`config.mk`:
```
export PLATFORM = sky130hd
export DESIGN_NAME = spem_accum
export DESIGN_NICKNAME = d
export VERILOG_FILES = /design/src/hw/rtl/spem_pkg.sv /design/src/hw/rtl/spem_accum.sv
export SDC_FILE = /design/constraint.sdc
export NUM_CORES = 2
export LEC_CHECK = 0
export BUFFER_PORTS_ARGS = -buffer_cell sky130_fd_sc_hd__buf_2
export CAP_MARGIN = 25
export CORE_MARGIN = 1
export CORE_UTILIZATION = 25
export CTS_BUF_LIST = sky130_fd_sc_hd__clkbuf_2
export DETAILED_ROUTE_END_ITERATION = 12
export SKIP_LAST_GASP = 1
export SYNTH_ARGS = -nofsm -noshare
export SYNTH_HDL_FRONTEND = slang
export SYNTH_SLANG_ARGS = --single-unit
```
`constraint.sdc`:
```
create_clock -name clk -period 15.45 [get_ports clk]
set_input_delay 0 -clock clk [delete_from_list [all_inputs] [get_ports clk]]
set_output_delay 0 -clock clk [all_outputs]
set_load 0.01 [all_outputs]
```
`src/hw/rtl/spem_pkg.sv`:
```
`timescale 1ns / 1ps
package spem_pkg;

	localparam int MAX_PAIRS   = 16384;
	localparam int SAMPLE_BITS = 24;
	localparam int CNT_W       = $clog2(MAX_PAIRS + 1);
	localparam int W           = 80;
	localparam int DIV_BITS    = 64;
	localparam int SQRT_STEPS  = W / 2;
	localparam int FRAC_BITS   = 23;
	localparam int STEP_W      = 7;

	localparam logic [W-1:0] FRAC_ONE = {{(W-FRAC_BITS-1){1'b0}}, 1'b1, {FRAC_BITS{1'b0}}};

	localparam logic [15:0] RMS_WEIGHT_RST  = 16'd256;
	localparam logic [15:0] CORR_WEIGHT_RST = 16'd256;

	localparam logic [7:0] REG_RMS_WEIGHT  = 8'd0;
	localparam logic [7:0] REG_CORR_WEIGHT = 8'd1;

	typedef enum logic [2:0] {
		OP_ADD,
		OP_SUB,
		OP_MUL,
		OP_DIV,
		OP_SQRT,
		OP_FRAC
	} alu_op_t;

	typedef struct packed {
		logic [CNT_W-1:0]    n;
		logic signed [37:0]  sx;
		logic signed [37:0]  sy;
		logic [61:0]         sxx;
		logic [61:0]         syy;
		logic signed [61:0]  sxy;
		logic [63:0]         serr;
		logic [24:0]         peak;
	} acc_sums_t;

endpackage

```
`src/hw/rtl/spem_accum.sv`:
```
`timescale 1ns / 1ps
module spem_accum (
	input  logic              clk,
	input  logic              arst_n,
	input  logic              accept,
	input  logic signed [23:0] ref_sample,
	input  logic signed [23:0] tgt_sample,
	input  logic              last_pair,
	input  logic              fin_done,
	output logic              busy,
	output logic              go,
	output spem_pkg::acc_sums_t sums
);
	import spem_pkg::*;

	typedef enum logic [2:0] {A_IDLE, A_RR, A_TT, A_RT, A_EE, A_ADD, A_WAIT} acc_state_t;

	acc_state_t         state_q;
	logic signed [24:0] r_in, t_in, e_in;
	logic [24:0]        ae_in;
	logic signed [24:0] r_q, t_q, e_q, ma, mb;
	logic               last_q, go_q;
	logic signed [49:0] prod_q;
	acc_sums_t          s_q;

	assign r_in  = {{(25-SAMPLE_BITS){ref_sample[SAMPLE_BITS-1]}}, ref_sample[SAMPLE_BITS-1:0]};
	assign t_in  = {{(25-SAMPLE_BITS){tgt_sample[SAMPLE_BITS-1]}}, tgt_sample[SAMPLE_BITS-1:0]};
	assign e_in  = r_in - t_in;
	assign ae_in = e_in[24] ? 25'(-e_in) : 25'(e_in);

	always_comb begin
		case (state_q)
			A_TT: begin
				ma = t_q;
				mb = t_q;
			end
			A_RT: begin
				ma = r_q;
				mb = t_q;
			end
			A_EE: begin
				ma = e_q;
				mb = e_q;
			end
			default: begin
				ma = r_q;
				mb = r_q;
			end
		endcase
	end

	always_ff @(posedge clk or negedge arst_n) begin
		if (!arst_n) begin
			state_q <= A_IDLE;
			go_q    <= 1'b0;
			last_q  <= 1'b0;
			r_q     <= '0;
			t_q     <= '0;
			e_q     <= '0;
			prod_q  <= '0;
			s_q     <= '0;
		end else begin
			go_q <= 1'b0;
			case (state_q)
				A_IDLE: begin
					if (accept) begin
						r_q    <= r_in;
						t_q    <= t_in;
						e_q    <= e_in;
						last_q <= last_pair;
						if (s_q.n < CNT_W'(MAX_PAIRS)) begin
							s_q.n  <= s_q.n + CNT_W'(1);
							s_q.sx <= s_q.sx + {{13{r_in[24]}}, r_in};
							s_q.sy <= s_q.sy + {{13{t_in[24]}}, t_in};
							if (ae_in > s_q.peak)
								s_q.peak <= ae_in;
							state_q <= A_RR;
						end else if (last_pair) begin
							go_q    <= 1'b1;
							state_q <= A_WAIT;
						end
					end
				end
				A_RR: begin
					prod_q  <= ma * mb;
					state_q <= A_TT;
				end
				A_TT: begin
					s_q.sxx <= s_q.sxx + {12'b0, prod_q};
					prod_q  <= ma * mb;
					state_q <= A_RT;
				end
				A_RT: begin
					s_q.syy <= s_q.syy + {12'b0, prod_q};
					prod_q  <= ma * mb;
					state_q <= A_EE;
				end
				A_EE: begin
					s_q.sxy <= s_q.sxy + {{12{prod_q[49]}}, prod_q};
					prod_q  <= ma * mb;
					state_q <= A_ADD;
				end
				A_ADD: begin
					s_q.serr <= s_q.serr + {14'b0, prod_q};
					if (last_q) begin
						go_q    <= 1'b1;
						state_q <= A_WAIT;
					end else begin
						state_q <= A_IDLE;
					end
				end
				A_WAIT: begin
					if (fin_done) begin
						s_q     <= '0;
						state_q <= A_IDLE;
					end
				end
				default: state_q <= A_IDLE;
			endcase
		end
	end

	assign busy = (state_q != A_IDLE);
	assign go   = go_q;
	assign sums = s_q;

endmodule

```
== Yosys cells after proc, flatten, opt, wreduce, memory -nomap -nowiden ==
Index checks and enable logic that the tools add are counted.
Storage, ports and cells
  flip-flop bits (word level): 494
  latch bits: 0
  bits in writable memories: 0
  bits in read-only memories: 0
  input port bits: 53
  output and inout bits: 368
  logic and storage cells: 81
  memories: 0
Cells by class
  add/sub/neg operators: 9
  multipliers: 1
  div/mod/pow operators: 0
  order comparisons: 2
  equality and inequality tests: 11
  shift-type cells: 0
  multiplexer cells: 26
  bitwise gates (word level): 0
  reductions and logical operators: 17
Operator list (count)
  62-bit case mux with 2 select lines: 3
  366-bit 2-to-1 mux: 1
  91-bit 2-to-1 mux: 2
  91-bit case mux with 2 select lines: 1
  25-bit case mux with 2 select lines: 3
  64-bit case mux with 2 select lines: 1
  62-bit by 50-bit adder with 62-bit output: 2
  25-bit 2-to-1 mux: 4
  38-bit adder: 2
  64-bit by 50-bit adder with 64-bit output: 1
  62-bit adder: 1
  25-bit by 25-bit multiplier with 50-bit output: 1
  25-bit greater-than comparator: 1
  25-bit negation: 1
  24-bit by 24-bit subtractor with 25-bit output: 1
  3-bit case mux with 7 select lines: 1
  15-bit by 1-bit adder with 15-bit output (second input constant): 1
  15-bit < comparator (second input constant): 1
  3-bit 2-to-1 mux: 5
  2-bit AND reduction: 5
  2-bit nonzero test: 5
  3-bit == test (second input constant): 3
  2-bit != test (second input constant): 4
  3-bit by 2-bit == test with 1-bit output (second input constant): 2
  11 further kinds: 14

== Logic depth before layout (Yosys ltp) ==
  depth after elaboration: 8
  mapped depth: 35
  gate-level depth less buffers: 32

== Worst setup path before layout ==
OpenSTA, ideal clock, no wires.
  path type: register -> register
  start: register state_q[0]
  end: register prod_q[47]
  setup time: 0.131 ns
  arrival time: 8.541 ns
  required time: 15.319 ns
  path slack: 6.777 ns
  stages on the path, launching flop included: 28
  path buffers: 4
  clock period less this slack: 8.673 ns
  cells stage by stage: dfrtp_1 -> clkbuf_1 -> nor3_1 -> nor2_1 -> clkbuf_1 -> clkbuf_1 -> a221oi_1 -> clkbuf_1 -> nor2_1 -> fa_1 -> fa_1 -> inv_1 -> fa_1 -> inv_1 -> fa_1 -> fa_1 -> fa_1 -> fa_1 -> ha_1 -> nand4_1 -> or3_1 -> o21ai_0 -> inv_1 -> a31oi_1 -> a221o_1 -> a21oi_1 -> nor4bb_1 -> or3_1
On the way
  longest elaborated chain between the ends: 4
  elaborated cells between the ends (all ways): 9
  classes of those cells: mul (1); eq/ne (4); mux (2); reduce/logical (2)
Ends and longest elaborated chain
  from (decl): line spem_accum.sv:18  | acc_state_t state_q;
  from (signal assigned): line spem_accum.sv:54  | state_q <= A_IDLE;
  from (signal assigned): line spem_accum.sv:77  | state_q <= A_RR;
  from (signal assigned): line spem_accum.sv:80  | state_q <= A_WAIT;
  3-bit by 2-bit == test with 1-bit output: line spem_accum.sv:32, spem_accum.sv:64
  2-bit OR reduction (no source line)
  25-bit case mux with 2 select lines: line spem_accum.sv:32  | case (state_q)
  25-bit by 25-bit multiplier with 50-bit output
  to (signal assigned): line spem_accum.sv:85  | prod_q <= ma * mb;
  to (signal assigned): line spem_accum.sv:90  | prod_q <= ma * mb;
  to (signal assigned): line spem_accum.sv:95  | prod_q <= ma * mb;
  to (decl): line spem_accum.sv:23  | logic signed [49:0] prod_q;
Parallel ways exist; a longest one is shown, timed or not.
A chain may end at the register's enable or synchronous reset.

== Worst setup path in the final report ==
  start: register state_q[1]
  end: register prod_q[47]
Same word-level chain as after synthesis.

==> results.toml <==
[sta]
timing.final.crit_period_ps = 10660
worst_slew_pin_slew_ps = 1120
timing.final.max_slew_violations = 0
timing_hold_violations_final = 0
min_period_over_period = 0.690
final_report_setup_violation_count = 0
max_freq_mhz = 93.8
finalClockSkew_ps = 205
slew_headroom = 0.252
rsz0062_at_grt = "no"
finalWorstSetupSlack_ps = 4790
totalNegativeSetupSlack_ps = 0

[grt]
grt_pass1_vias = 52000
grt_remaining_overflow = 0
antenna_found_initial = 9
grt_max_degree = 136
grt_first_pass_wirelength_um = 324000
global_route.usage.total = 0.180

[placement]
place_congestion = 0.973
dp_slack_ps = 4800
detailedPlacementHpwl_um = 167000
io_buffers = 420

[yosys]
yosysWarnings = 0
xor_xnor_portion_of_the_synthesized_cell_area = 0.0579
synth_top_family_by_area = "adder cells"
synth_area_per_cell_um2 = 8.77
synth_sequential_area_ratio = 0.211
proportion_of_synthesized_area_in_mux_cells = 0.00934
postSynthRegisterBits = 494
yosys_cell_types = 97
yosys_most_used_dff = "dfrtp_1"
asyncSetResetFlopFracSynth = 1.00
synth-edff-count = 0
post_synth_instance_area_mm2 = 0.0585
synth_compound_gate_area_share = 0.178
syn_nets = 7868
synth_cells = 6673
synthesized_area_fraction_occupied_by_and_or_nand_nor_cells = 0.145
synth_adder_area_share = 0.329

[setup_path]
critical_path.startpoint_type = "flip-flop"
critical_path.reg2reg.startpoint = "state_q[1]"
criticalPathCategory = "reg2reg"
timing.reg2reg.worst_path_depth = 27
arrival_ps = 12110
cp-end-kind = "flip-flop"
critPathRequiredTime_ps = 16890
worst_path_maximum_fanout = 46
worstSetupStartpoint = "state_q[1]"

[routing]
drc = 0
routed-via-count = 51800
route.antenna.remaining_nets = 0
drt-vias-per-instance = 4.98
drt_iter0_markers = 4457
detail_route.first_pass.iterations = 6
route.final.wire_length_um = 215000
avg_wl_per_cell_um = 20.7

[floorplanning]
die_width_um = 486
io_pins = 421
design.die.area_mm2 = 0.236
floorplan.rows = 177
die_h_um = 486
design.core.area_mm2 = 0.233
start_util = 0.252

[finish]
nets = 8444
n_fill_cell = 24700
areaGrowthSynthToFinish_pct = 15.7
final_layout_size_suffix_gt1_frac = 0.120

[cts]
post_cts_resized = 0
htree_num_levels = 4
ctsRootBufferMaster = "clkbuf_2"
cts-root-to-sink-buffers = 3
clk_latency_ps = 1670
clk_pin_slew_worst_paths_ps = 110
cts_made_buffers = 144
numClockSinks = 494
cts_tree = "yes"

[worst_hold_path]
timing.hold.worst_path_depth = 4
hold_path_startpoint = "fin_done"
timing.hold.worst.class = "in2reg"

[outcome]
status = "complete, no violations"

[flow_run]
drv.max_cap_violation_count = 0
==> cells in the mapped netlist (46+ instances only) <==
cell type	n	area, um^2
ha_1	477	5970
a21o_1	274	2060
nand2_1	807	3030
nor3_1	69	345
nor2_1	514	1930
fa_1	665	13300
nor2b_1	63	394
o21ai_0	514	2570
a21oi_1	356	1780
xnor2_1	190	1660
nand2b_1	52	325
inv_1	791	2970
xor2_1	197	1730
nand4_1	63	394
o21bai_1	59	443
a31oi_1	46	288
clkbuf_1	267	1000
and2_1	48	300
dfrtp_1	494	12400
nand3_1	126	631
==> timing repair <==
| action | in CTS | in global routing |
|---|---|---|
| hold endpoints to repair | 674 | 0 |
| hold buffers | 196 | 0 |
| buffers inserted | 0 | 0 |
==> critical path: stages (launching register included) <==
cell and delay [ps]:
dfrtp_1 650, nor2b_4 220, buf_4 440, nor2b_4 690
nor2_2 40, buf_4 300, a22o_1 250, a21oi_1 800
nor2_1 220, fa_1 660, fa_1 710, inv_1 210
fa_1 830, inv_1 240, fa_1 510, fa_1 590
fa_1 430, fa_1 440, ha_1 400, nand4_1 180
or3_1 390, o21ai_0 90, inv_1 80, a31oi_1 330
a221o_1 280, a21oi_1 110, nor4bb_1 150, or3_1 350
==> final timing paths <==
path,slack (ps),endpoint
max,4790,prod_q[47]
min,250,sums[27]
max reg2reg,4790,prod_q[47]
min reg2reg,490,e_q[16]
max in group asynchronous,11390,sums[60]
min in group asynchronous,630,sums[300]
==> layout make-up <==
class,instances,area (um^2),area share
Multi-Input combinational cell,5106,42300,0.625
Sequential cell,494,12400,0.183
Timing Repair Buffer,711,4880,0.0722
Tap cell,3043,3810,0.0562
Inverter,792,2970,0.0439
Clock buffer,212,1060,0.0157
Clock inverter,42,254,0.00375
Antenna cell,4,10.0,0.000148
==> per-layer routing <==
metal  part of all wire  track usage
met5            0.00023            0
met4              0.029       0.0540
met3               0.10       0.0518
met2               0.42        0.267
met1               0.45        0.250
==> cell families after synthesis <==
group | after synthesis
xor+xnor | 387
compound gates | 1631
simple gates | 1897
fa+ha+maj | 1142
buf+inv | 1073
mux | 49
flops | 494
==> state kept, by name, summed over array words and instances, names as in the netlist <==
register / flops
prod_q: 50
go: 1
t_q: 24
e_q: 25
state_q: 3
r_q: 24
sums: 366
last_q: 1
==> metrics by stage <==
stage | instances | util | cell area, um^2 | hold slack (ps)
floorplan | 6673 | - | 58500 | -296
detailed placement | 9949 | 0.277 | 64400 | 5.70
global placement | 9946 | 0.276 | 64300 | 11.1
global route | 10400 | 0.291 | 67700 | 100
CTS | 10400 | 0.291 | 67700 | 7.02
finish | 10400 | 0.291 | 67700 | 250
==> layout by cell type (no fill, tap or decap), drive strengths merged, types with 26 or more instances in the layout <==
cell         synthesis  final
dlygate4sd3          0    195
clkbuf             267    212
and3                40     40
fa                 665    665
ha                 477    477
xnor2              190    190
clkinv               1     30
a221o               43     43
a211oi              26     26
mux2                45     45
o21bai              59     59
nor3                72     72
nand4               63     63
nor2               516    516
o21a                40     40
dfrtp              494    494
buf                 14    516
nor2b               63     63
nand2              808    808
a21o               274    274
nand2b              53     53
and2                49     49
xor2               197    197
o31ai               41     41
a31oi               46     46
o21ai              527    527
a221oi              46     46
inv                791    800
nand3              126    126
a21oi              360    360
Power is not shown: default switching activity piles up to over one toggle a cycle in this logic, so the estimate is an artifact.
